## config.mk

```make
export PLATFORM = sky130hd
export DESIGN_NAME = sdes_cbc_cipher
export DESIGN_NICKNAME = d
export VERILOG_FILES = /design/src/rtl/sdes_pkg.sv /design/src/rtl/sdes_core.sv /design/src/rtl/sdes_cbc_cipher.sv
export SDC_FILE = /design/constraint.sdc
export NUM_CORES = 1
export LEC_CHECK = 0
export ABC_CLOCK_PERIOD_IN_PS = 4300
export CAP_MARGIN = 20
export CELL_PAD_IN_SITES_DETAIL_PLACEMENT = 1
export CELL_PAD_IN_SITES_GLOBAL_PLACEMENT = 1
export CORE_MARGIN = 2
export CORE_UTILIZATION = 46
export DETAILED_ROUTE_END_ITERATION = 8
export DONT_BUFFER_PORTS = 1
export PLACE_DENSITY = 0.73
export SLEW_MARGIN = 10
export SYNTH_ARGS = -nofsm -noshare
export SYNTH_HDL_FRONTEND = slang
export SYNTH_SLANG_ARGS = --single-unit
```

## constraint.sdc

```tcl
create_clock -name clk_i -period 4.3 [get_ports clk_i]
set_input_delay 0.215 -clock clk_i [delete_from_list [all_inputs] [get_ports clk_i]]
set_output_delay 0.215 -clock clk_i [all_outputs]
set_load 0.02 [all_outputs]
```

## src/rtl/sdes_pkg.sv

```systemverilog
// Constants, tables and permutation functions for the S-DES CBC cipher.
// No dependencies; used by sdes_core and sdes_cbc_cipher.
package sdes_pkg;

  // Configuration register indexes.
  localparam logic [1:0] CFG_KEY = 2'd0;
  localparam logic [1:0] CFG_IV  = 2'd1;
  localparam logic [1:0] CFG_DIR = 2'd2;

  localparam logic [9:0] KEY_RESET = 10'd509;
  localparam logic [7:0] IV_RESET  = 8'hAA;

  // Permutation tables, 1-based positions counted from the most significant bit.
  localparam int unsigned P10_TAB [10] = '{3, 5, 2, 7, 4, 10, 1, 9, 8, 6};
  localparam int unsigned P8_TAB  [8]  = '{6, 3, 7, 4, 8, 5, 10, 9};
  localparam int unsigned IP_TAB  [8]  = '{2, 6, 3, 1, 4, 8, 5, 7};
  localparam int unsigned IPI_TAB [8]  = '{4, 1, 3, 5, 7, 2, 8, 6};
  localparam int unsigned EP_TAB  [8]  = '{4, 1, 2, 3, 2, 3, 4, 1};
  localparam int unsigned P4_TAB  [4]  = '{2, 4, 3, 1};

  localparam logic [1:0] S0_BOX [4][4] = '{
    '{2'd1, 2'd0, 2'd3, 2'd2}, '{2'd3, 2'd2, 2'd1, 2'd0},
    '{2'd0, 2'd2, 2'd1, 2'd3}, '{2'd3, 2'd1, 2'd3, 2'd2}};
  localparam logic [1:0] S1_BOX [4][4] = '{
    '{2'd0, 2'd1, 2'd2, 2'd3}, '{2'd2, 2'd0, 2'd1, 2'd3},
    '{2'd3, 2'd0, 2'd1, 2'd0}, '{2'd2, 2'd1, 2'd0, 2'd3}};

  function automatic logic [9:0] perm_p10(logic [9:0] v);
    logic [9:0] r;
    for (int i = 0; i < 10; i++) r[9-i] = v[10-P10_TAB[i]];
    return r;
  endfunction

  function automatic logic [7:0] perm_p8(logic [9:0] v);
    logic [7:0] r;
    for (int i = 0; i < 8; i++) r[7-i] = v[10-P8_TAB[i]];
    return r;
  endfunction

  function automatic logic [7:0] perm_ip(logic [7:0] v);
    logic [7:0] r;
    for (int i = 0; i < 8; i++) r[7-i] = v[8-IP_TAB[i]];
    return r;
  endfunction

  function automatic logic [7:0] perm_ipinv(logic [7:0] v);
    logic [7:0] r;
    for (int i = 0; i < 8; i++) r[7-i] = v[8-IPI_TAB[i]];
    return r;
  endfunction

  function automatic logic [7:0] expand_ep(logic [3:0] v);
    logic [7:0] r;
    for (int i = 0; i < 8; i++) r[7-i] = v[4-EP_TAB[i]];
    return r;
  endfunction

  function automatic logic [3:0] perm_p4(logic [3:0] v);
    logic [3:0] r;
    for (int i = 0; i < 4; i++) r[3-i] = v[4-P4_TAB[i]];
    return r;
  endfunction

  // Round function: expand, mix in the subkey, S-boxes, then P4.
  function automatic logic [3:0] round_f(logic [3:0] half, logic [7:0] sk);
    logic [7:0] e;
    logic [1:0] s0;
    logic [1:0] s1;
    e  = expand_ep(half) ^ sk;
    s0 = S0_BOX[{e[7], e[4]}][e[6:5]];
    s1 = S1_BOX[{e[3], e[0]}][e[2:1]];
    return perm_p4({s0, s1});
  endfunction

  // Full block: IP, round with ka, swap, round with kb, IP inverse.
  function automatic logic [7:0] sdes_block(logic [7:0] b, logic [7:0] ka,
                                            logic [7:0] kb);
    logic [7:0] x;
    logic [3:0] l;
    logic [3:0] r;
    x = perm_ip(b);
    l = x[3:0];
    r = x[7:4] ^ round_f(x[3:0], ka);
    l = l ^ round_f(r, kb);
    return perm_ipinv({l, r});
  endfunction

endpackage

```

## src/rtl/sdes_core.sv

```systemverilog
// Combinational S-DES CBC datapath: key schedule, block cipher and chaining.
// Depends on sdes_pkg.
module sdes_core import sdes_pkg::*; (
  input  logic [7:0] data_i,
  input  logic [7:0] prev_i,
  input  logic [9:0] key_i,
  input  logic       decrypt_i,
  output logic [7:0] result_o,
  output logic [7:0] chain_o
);

  logic [9:0] key_p10;
  logic [4:0] hi1, lo1, hi2, lo2;
  logic [7:0] k1, k2;
  logic [7:0] enc_res, dec_res;

  always_comb begin
    key_p10 = perm_p10(key_i);
    hi1     = {key_p10[8:5], key_p10[9]};
    lo1     = {key_p10[3:0], key_p10[4]};
    hi2     = {hi1[2:0], hi1[4:3]};
    lo2     = {lo1[2:0], lo1[4:3]};
    k1      = perm_p8({hi1, lo1});
    k2      = perm_p8({hi2, lo2});
    enc_res = sdes_block(data_i ^ prev_i, k1, k2);
    dec_res = sdes_block(data_i, k2, k1) ^ prev_i;
    // The chain always carries the ciphertext byte.
    if (decrypt_i) begin
      result_o = dec_res;
      chain_o  = data_i;
    end else begin
      result_o = enc_res;
      chain_o  = enc_res;
    end
  end

endmodule

```

## src/rtl/sdes_cbc_cipher.sv

```systemverilog
// Top level of the S-DES CBC cipher: input register, cipher datapath, result register.
// Depends on sdes_pkg and sdes_core.
//
// Usage: each request on the input channel carries one byte and a first flag; the
// flag restarts the chain from the initial vector. Each request yields exactly one
// result byte on the output channel, in order. Encryption chains the plaintext with
// the previous ciphertext before the cipher; decryption applies the subkeys in
// reverse and chains after the cipher.
// Configuration writes (key, initial vector, direction) go through their own port,
// which is always ready, and should only be issued while the block is empty.
// A request accepted into the input register is moved through the cipher into the
// result register once it is free and, if the receiver is ready, is taken from there.
// Throughput is one byte per cycle while the receiver is ready; the chain value
// settles in the same cycle as the result, which is what allows a byte to follow
// every cycle even in encryption mode.
// When the receiver stalls, the result register holds and the input register
// fills; input ready then drops until the result is taken, so nothing is lost.
// Reset returns the key to 509, the initial vector to 0xAA, the direction to
// encryption and clears the chain value and both valid flags.
module sdes_cbc_cipher import sdes_pkg::*; (
  input  logic       clk_i,
  input  logic       rst_ni,
  input  logic       in_valid_i,
  output logic       in_ready_o,
  input  logic [7:0] data_in_i,
  input  logic       first_i,
  output logic       out_valid_o,
  input  logic       out_ready_i,
  output logic [7:0] data_out_o,
  input  logic       cfg_valid_i,
  output logic       cfg_ready_o,
  input  logic [1:0] cfg_index_i,
  input  logic [9:0] cfg_data_i
);

  logic [9:0] key_q;
  logic [7:0] iv_q;
  logic       dir_q;
  logic [7:0] chain_q, chain_d;

  logic       s1_valid_q;
  logic [7:0] s1_data_q;
  logic       s1_first_q;

  logic       out_valid_q;
  logic [7:0] data_out_q, data_out_d;

  logic       out_free;
  logic       move;
  logic [7:0] prev;

  // The result register frees when empty or when its byte is taken this cycle.
  assign out_free    = !out_valid_q || out_ready_i;
  assign move        = s1_valid_q && out_free;
  assign in_ready_o  = !s1_valid_q || out_free;
  assign out_valid_o = out_valid_q;
  assign data_out_o  = data_out_q;
  assign cfg_ready_o = 1'b1;

  assign prev = s1_first_q ? iv_q : chain_q;

  sdes_core u_core (
    .data_i    (s1_data_q),
    .prev_i    (prev),
    .key_i     (key_q),
    .decrypt_i (dir_q),
    .result_o  (data_out_d),
    .chain_o   (chain_d)
  );

  // Configuration registers.
  always_ff @(posedge clk_i or negedge rst_ni) begin
    if (!rst_ni) begin
      key_q <= KEY_RESET;
      iv_q  <= IV_RESET;
      dir_q <= 1'b0;
    end else if (cfg_valid_i) begin
      case (cfg_index_i)
        CFG_KEY: key_q <= cfg_data_i;
        CFG_IV:  iv_q  <= cfg_data_i[7:0];
        CFG_DIR: dir_q <= cfg_data_i[0];
        default: ;
      endcase
    end
  end

  // Valid flags and the chain value.
  always_ff @(posedge clk_i or negedge rst_ni) begin
    if (!rst_ni) begin
      s1_valid_q  <= 1'b0;
      out_valid_q <= 1'b0;
      chain_q     <= '0;
    end else begin
      if (in_ready_o) begin
        s1_valid_q <= in_valid_i;
      end
      if (out_free) begin
        out_valid_q <= s1_valid_q;
      end
      if (move) begin
        chain_q <= chain_d;
      end
    end
  end

  // Payload registers.
  always_ff @(posedge clk_i) begin
    if (in_ready_o && in_valid_i) begin
      s1_data_q  <= data_in_i;
      s1_first_q <= first_i;
    end
    if (move) begin
      data_out_q <= data_out_d;
    end
  end

  // In encryption the chain must follow the byte just produced.
  a_enc_chain: assert property (@(posedge clk_i) disable iff (!rst_ni)
    move && !dir_q |=> chain_q == data_out_q)
    else $error("chain value differs from the last ciphertext");

  // In decryption the chain must follow the ciphertext just consumed.
  a_dec_chain: assert property (@(posedge clk_i) disable iff (!rst_ni)
    move && dir_q |=> chain_q == $past(s1_data_q))
    else $error("chain value differs from the last input ciphertext");

  // A byte waiting in the input register is not overwritten.
  a_s1_hold: assert property (@(posedge clk_i) disable iff (!rst_ni)
    s1_valid_q && !move |=> s1_valid_q && $stable(s1_data_q))
    else $error("pending input byte lost");

  // An empty input register always takes a request.
  a_s1_ready: assert property (@(posedge clk_i) disable iff (!rst_ni)
    !s1_valid_q |-> in_ready_o)
    else $error("input stalled while empty");

endmodule

```

Word level (Yosys, flattened, before mapping)
Index checks and enable logic that the tools add are counted.

word-level totals
  bits in registers = 46
  bits of input ports = 26
  word-level logic and storage cells = 114

cells by class
  eq/ne operators = 2
  reduce and logical (&&, ||, !) cells = 10
  bitwise gates (word level) = 26
  magnitude comparators = 16
  multiplexer cells = 51

operator list
  kind                count
  $mux 8              19
  $bmux 8 s2          8
  $ge 3x3->1 const B  16
  $not 2->3           16
  $xor 8x8->8         6
  $bmux 2 s2          8
  $mux 2              16
  $xor 4x4->4         4
  $reduce_and 2->1    3
  $eq 2x1->1 const B  1
  $eq 2x2->1 const B  1
  $logic_and 1x1->1   2
  $logic_not 1->1     2
  $logic_not 2->1     1
  $logic_or 1x1->1    2

Longest topological paths before layout
  word-level depth = 21
  mapped depth = 15

Modules after synthesis
Synthesis repeated with hierarchy kept, for this count alone.

unflattened totals
  cell total of the unflattened synthesis = 303
  area total of the unflattened synthesis = 3604.7 sq um

by module, submodules not included
  module           area an instance (sq um)  cells each  times used  seq. area each (sq um)
  sdes_core        1858.0                    208         1           0.0
  sdes_cbc_cipher  1746.7                    95          1           1251.2

Worst setup path before layout
No wires, ideal clock.

  path kind = reg2reg
  from = reg s1_first_q
  to = reg data_out_q[2], in the netlist data_out_o[2], data pin
  data required time = 4.039 ns
  cell stages (with the launch flop) = 12
  arrival = 2.791 ns
  slack = 1.248 ns
  clock period less this slack = 3.052 ns
  library setup time = 0.261 ns
  cells stage by stage = edfxtp_1 buf_6 mux2i_4 xnor2_1 mux2_2 o21ai_2 xnor3_1 nand2b_1 or2_1 and3b_1 o311ai_2 xnor2_1

between the ends
  word-level cells in the longest chain between the ends = 21
  elaborated cells between the ends (all ways) = 32

ends and longest elaborated chain
  what                                           RTL line                        text
  from (decl)                                    sdes_cbc_cipher.sv:43           logic s1_first_q;
  from (signal assigned)                         sdes_cbc_cipher.sv:110          s1_first_q <= first_i;
  $mux 8 *                                       sdes_cbc_cipher.sv:60           assign prev = s1_first_q ? iv_q : chain_q;
  $xor 8x8->8                                    sdes_core.sv:25                 enc_res = sdes_block(data_i ^ prev_i, k1, k2);
  $xor 8x8->8                                    sdes_pkg.sv:69                  e = expand_ep(half) ^ sk;
  $not 2->3, on equally long branches            sdes_pkg.sv:70, sdes_pkg.sv:71
  $bmux 8 s2, on equally long branches           sdes_pkg.sv:70, sdes_pkg.sv:71
  $mux 8, on equally long branches (2 in a row)  sdes_pkg.sv:70, sdes_pkg.sv:71
  $bmux 2 s2, on equally long branches           sdes_pkg.sv:70, sdes_pkg.sv:71
  $mux 2, on equally long branches (2 in a row)  sdes_pkg.sv:70, sdes_pkg.sv:71
  (+2 left out)                                  --
  $not 2->3 (implied by the code)                sdes_pkg.sv:71                  s1 = S1_BOX[{e[3], e[0]}][e[2:1]];
  $bmux 8 s2                                     sdes_pkg.sv:71
  $mux 8 (implied by the code) (2 in a row)      sdes_pkg.sv:71
  $bmux 2 s2                                     sdes_pkg.sv:71
  $mux 2 (implied by the code) (2 in a row)      sdes_pkg.sv:71
  $xor 4x4->4                                    sdes_pkg.sv:84                  l = l ^ round_f(r, kb);
  $mux 8 *                                       sdes_core.sv:28                 if (decrypt_i) begin
  named net data_out_d[2]                        sdes_cbc_cipher.sv:46           logic [7:0] data_out_q, data_out_d;
  to (signal assigned)                           sdes_cbc_cipher.sv:113          data_out_q <= data_out_d;
  to (decl)                                      sdes_cbc_cipher.sv:46

Mark *: on every way through the listed nets, which the timed path passes. The rest lies on a longest branch. The select of a mux whose other input is x is not followed.
A chain may end at the register's enable or synchronous reset.

Final worst setup path
  from = reg s1_data_q[3]
  to = reg data_out_q[6], in the netlist data_out_o[6], data pin

between the ends
  word-level cells in the longest chain between the ends = 20
  elaborated cells between the ends (all ways) = 49

ends and longest elaborated chain
  what                                                           RTL line                         text
  from (decl)                                                    sdes_cbc_cipher.sv:42            logic [7:0] s1_data_q;
  from (signal assigned)                                         sdes_cbc_cipher.sv:109           s1_data_q <= data_in_i;
  $xor 8x8->8, on equally long branches                          sdes_core.sv:25, sdes_pkg.sv:69
  $xor 8x8->8 or $not 2->3 (tied branches)                       sdes_pkg.sv:69, sdes_pkg.sv:70
  $not 2->3 (implied by the code) or $bmux 8 s2 (tied branches)  sdes_pkg.sv:70                   s0 = S0_BOX[{e[7], e[4]}][e[6:5]];
  $bmux 8 s2 or $mux 8 (tied branches)                           sdes_pkg.sv:70
  $mux 8 (implied by the code)                                   sdes_pkg.sv:70
  $mux 8 (implied by the code) or $bmux 2 s2 (tied branches)     sdes_pkg.sv:70
  $bmux 2 s2 or $mux 2 (tied branches)                           sdes_pkg.sv:70
  $mux 2 (implied by the code)                                   sdes_pkg.sv:70
  (+5 left out)                                                  --
  $mux 8 (implied by the code)                                   sdes_pkg.sv:70
  $mux 8 (implied by the code) or $bmux 2 s2 (tied branches)     sdes_pkg.sv:70
  $bmux 2 s2 or $mux 2 (tied branches)                           sdes_pkg.sv:70
  $mux 2 (implied by the code)                                   sdes_pkg.sv:70
  $mux 2 (implied by the code) or $xor 4x4->4 (tied branches)    sdes_pkg.sv:70, sdes_pkg.sv:84
  $xor 4x4->4 or $xor 8x8->8 (tied branches)                     sdes_pkg.sv:84, sdes_core.sv:26
  $mux 8 *                                                       sdes_core.sv:28
  named net data_out_d[6]                                        sdes_cbc_cipher.sv:46

Marked as above.

==> impl_table.tex <==
\begin{tabular}{lr}
\hline
Metric & Value \\
\hline
\multicolumn{2}{l}{\textbf{Run status}} \\
\quad Run status & finished, final reports clean \\
\multicolumn{2}{l}{\textbf{Drt}} \\
\quad Drt via density & between 5 and 6 \\
\quad DR vias & about 2,400 \\
\quad Routed WL & 8500 um \\
\quad Wire per inst & between 20 and 25 um \\
\quad TritonRoute pass-1 iters & 4 \\
\quad Initial drt markers & roughly 110 \\
\quad Number of antenna-violating nets in the routed design & 0 \\
\quad Remaining DRCs & 0 \\
\multicolumn{2}{l}{\textbf{CTS}} \\
\quad Inserted Clock Buffers & 5 \\
\quad Clock sink total & 46 \\
\quad CTS tree & yes \\
\quad CTS resizes & 0 \\
\quad H-Tree Depth & 2 \\
\quad Post-CTS setup-driven buffer insertion count & 0 \\
\quad Hold buffer count at CTS & 11 \\
\quad CTS clk-pin slew, worst paths & about 0.10 ns \\
\quad Clock Tree Buf Depth & 2 \\
\quad Worst-skew pair later-pin latency & just over 0.3 ns \\
\quad Master cell of the clock root buffer & sky130\_fd\_sc\_hd\_\_clkbuf\_8 \\
\multicolumn{2}{l}{\textbf{Worst setup path}} \\
\quad Slowest Stage Delay on Critical Path & between 0.6 and 0.7 ns \\
\quad List of cells traversed by the critical path & xnor2\_1 > xnor2\_2 > ha\_1 > nand3\_1 > nand3b\_1 > o41ai\_4 > xnor2\_1 > inv\_1 > ha\_1 > nor3b\_1 > a211oi\_1 > mux2\_2 > a21oi\_1 \\
\quad Setup slack of the most critical reg-to-reg path & between 0.7 and 0.8 ns \\
\quad Worst setup path start & s1\_data\_q[3] \\
\quad Start-to-end type of the worst setup path & reg2reg \\
\quad Required time reported for the critical path endpoint & 4.45 ns \\
\quad Worst flop-to-flop path startpoint & s1\_data\_q[3] \\
\quad Arrival time at the worst endpoint & 3.68 ns \\
\quad Worst reg-to-reg path cell count & 13 \\
\quad Endpoint of the most critical register-to-register path & data\_out\_o[6] \\
\quad Critical Path Fanout Max & 7 \\
\quad Family with the most delay on the worst path & XOR/XNOR gates \\
\quad Count of buffering cells on the critical path with inverters included & 1 \\
\quad Critical Path Source Type & register \\
\quad Type of element capturing the critical path & register \\
\quad Crit-path slowest cell & sky130\_fd\_sc\_hd\_\_edfxtp\_1 \\
\multicolumn{2}{l}{\textbf{Synthesis}} \\
\quad Dominant synthesized flop cell & sky130\_fd\_sc\_hd\_\_edfxtp\_1 \\
\quad Cells after Synth & 320 \\
\quad EDFF count, synth & 17 \\
\quad Count of cell types in the netlist & 52 \\
\quad Async SR Flop Fraction & a little over three fifths \\
\quad Area of the mapped netlist & around 3500 um\^{}2 \\
\quad Flip-flop and latch count after synthesis & between 40 and 50 \\
\quad Total of warnings raised by yosys & 0 \\
\quad Syn avg cell area & roughly 11 um\^{}2 \\
\quad Post-synthesis sequential area ratio & 35.8\% \\
\quad Number of nets in the synthesized netlist & between 300 and 400 \\
\multicolumn{2}{l}{\textbf{Final layout}} \\
\quad Net count, final & 356 \\
\quad Inserted Diodes & 0 \\
\quad Signed area change from the synthesized netlist to the final layout & 7.77\% \\
\quad Layout cells sized above 1 & approximately 17\% \\
\quad Leading cell types in the layout, fill and taps excluded & sky130\_fd\_sc\_hd\_\_xnor2\_1, sky130\_fd\_sc\_hd\_\_mux2\_2, sky130\_fd\_sc\_hd\_\_xor2\_1, sky130\_fd\_sc\_hd\_\_dfrtp\_1, sky130\_fd\_sc\_hd\_\_edfxtp\_1 \\
\quad Number of filler cells placed in the layout & slightly above 800 \\
\quad Final Non-Filler Cells & approximately 420 \\
\quad Most frequent standard cell in the layout excluding fill and tap cells & sky130\_fd\_sc\_hd\_\_xnor2\_1 \\
\quad Final core area utilization & about half \\
\multicolumn{2}{l}{\textbf{Floorplan}} \\
\quad Die Width & around 91 um \\
\quad Core area & around 7300 um\^{}2 \\
\quad Count of boundary I/O pins & 37 \\
\quad Initial cell density of the core & roughly 48\% \\
\quad Overall die height & 91.1 um \\
\quad Row cnt & 31 \\
\quad Overall die area & just over 8000 um\^{}2 \\
\multicolumn{2}{l}{\textbf{Pwr}} \\
\quad Cell Pwr Density & 904 nW/um\^{}2 \\
\quad Static leakage & approximately 1.5 nW \\
\quad Worst vdd ir & roughly 0.29 mV \\
\multicolumn{2}{l}{\textbf{Placement}} \\
\quad Final RePlAce weighted congestion & just under 0.9 \\
\quad Half-perimeter wire length of the detailed placement result & approximately 6500 um \\
\quad Total instance count after detailed placement & 405 \\
\quad Worst setup timing slack at the placement stage & 0.778 ns \\
\quad Total of buffers placed on input and output ports & 0 \\
\multicolumn{2}{l}{\textbf{Worst hold path}} \\
\quad Hold path cells & 2 \\
\quad Source of the worst hold timing path & cfg\_data\_i[4] \\
\quad Endpoint with the worst hold slack & key\_q[4] \\
\quad Hold WC Path Type & in2reg \\
\multicolumn{2}{l}{\textbf{Timing}} \\
\quad Accumulated negative setup slack & 0 ns \\
\quad Setup-violating endpoint count in the final report & 0 \\
\quad Post-route clock period utilization & between 80\% and 90\% \\
\quad Normalized max-slew margin & 32.0\% \\
\quad Achievable Freq & about 280 MHz \\
\quad Hold violation total from the final report & 0 \\
\quad Period minus WS final & around 3.5 ns \\
\quad Final setup slack of the worst path & between 0.7 and 0.8 ns \\
\quad Actual slew at the worst max-slew pin & just over 1 ns \\
\quad Skew final & between 0.004 and 0.005 ns \\
\quad RSZ-0062 raised after global routing & no \\
\quad Worst hold slack & 0.00667 ns \\
\quad Count of final max-slew check failures & 0 \\
\multicolumn{2}{l}{\textbf{Flow run}} \\
\quad Max-cap violations & 0 \\
\multicolumn{2}{l}{\textbf{GRT}} \\
\quad Wire length of the first global-routing pass & 13,900 um \\
\quad Number of antenna violations at the first check in global routing & 0 \\
\quad Overall fraction of global-route tracks in use & between 20\% and 30\% \\
\quad Number of global-route vias before repair & 2,562 \\
\quad Sum of overflow across all layers after global routing & 0 \\
\quad Maximum number of pins on one net before global-route repair & 30 \\
\hline
\end{tabular}
==> Yosys cell counts, types with 4 or more instances <==
library cell	instances	share of area, %
sky130_fd_sc_hd__a21oi_1	13	1.9
sky130_fd_sc_hd__and2_1	4	0.72
sky130_fd_sc_hd__buf_2	4	0.57
sky130_fd_sc_hd__clkbuf_1	8	0.86
sky130_fd_sc_hd__dfrtp_1	17	12
sky130_fd_sc_hd__dfstp_2	12	9.0
sky130_fd_sc_hd__edfxtp_1	17	15
sky130_fd_sc_hd__ha_1	6	2.1
sky130_fd_sc_hd__inv_1	13	1.4
sky130_fd_sc_hd__mux2_2	21	6.8
sky130_fd_sc_hd__mux2i_1	13	3.7
sky130_fd_sc_hd__mux2i_4	4	2.6
sky130_fd_sc_hd__nand2_1	15	1.6
sky130_fd_sc_hd__nand2b_1	5	0.90
sky130_fd_sc_hd__nand3_1	5	0.72
sky130_fd_sc_hd__nand3b_1	7	1.5
sky130_fd_sc_hd__nand4_1	4	0.72
sky130_fd_sc_hd__nor2_1	16	1.7
sky130_fd_sc_hd__nor2b_1	4	0.72
sky130_fd_sc_hd__nor3b_1	4	0.86
sky130_fd_sc_hd__o21ai_0	8	1.1
sky130_fd_sc_hd__o31ai_1	4	0.86
sky130_fd_sc_hd__xnor2_1	48	12
sky130_fd_sc_hd__xnor3_1	7	4.5
sky130_fd_sc_hd__xor2_1	20	5.0
==> sequential cells by signal, indices dropped and copies added (netlist names) <==
name and count:
key_q 10, chain_q 8, dir_q 1, data_out_o 8
s1_valid_q 1, out_valid_o 1, s1_first_q 1, iv_q 8
s1_data_q 8
==> worst max-delay path by stage <==
stage,endpoint,slack [ns],depth (start not counted)
finish,data_out_o[6],0.77,13
CTS,data_out_o[6],0.74,13
global route,data_out_o[6],0.50,15
global placement,data_out_o[2],0.91,11
detailed placement,data_out_o[6],0.78,13
floorplan,data_out_o[2],1.25,11
==> stage by stage <==
step | power, mW | area [um^2]
CTS | 3.42 | 3760
finish | 3.40 | 3760
detailed placement | 3.09 | 3550
floorplan | 2.64 | 3490
global placement | 3.04 | 3550
global route | 3.67 | 3760
==> cell families after synthesis <==
family,after synthesis,share of synthesized area (%)
xor+xnor,80,24.3
mux,38,13.1
buf+inv,29,3.80
fa+ha+maj,6,2.15
compound gates,47,9.64
flops,46,35.8
other cells,1,0.107
simple gates,73,11.1
==> area by class of cell <==
| class | count | area, um^2 | share of cell area (%) |
|---|---|---|---|
| Clock buffer | 5 | 68.8 | 1.83 |
| Clock inverter | 3 | 22.5 | 0.598 |
| Inverter | 13 | 48.8 | 1.30 |
| Multi-Input combinational cell | 245 | 2110 | 56.2 |
| Sequential cell | 46 | 1250 | 33.2 |
| Tap cell | 99 | 124 | 3.29 |
| Timing Repair Buffer | 13 | 135 | 3.59 |
==> layer usage <==
layer | track usage (%) | vias to the layer above | part of all wire, %
li1 | - | 1120 | -
met1 | 30.9 | 1180 | 48
met2 | 35.1 | 50 | 48
met3 | 4.90 | 6 | 3.7
met4 | 5.05 | 0 | 0.86
met5 | 0 | - | 0
==> where the power goes <==
| part | internal (mW) | total (mW) | switching (mW) |
|---|---|---|---|
| clock network | 0.118 | 0.285 | 0.167 |
| registers | 0.637 | 0.793 | 0.155 |
| logic | 1.04 | 2.33 | 1.29 |
Note: power is estimated with default switching activity, not from simulation.
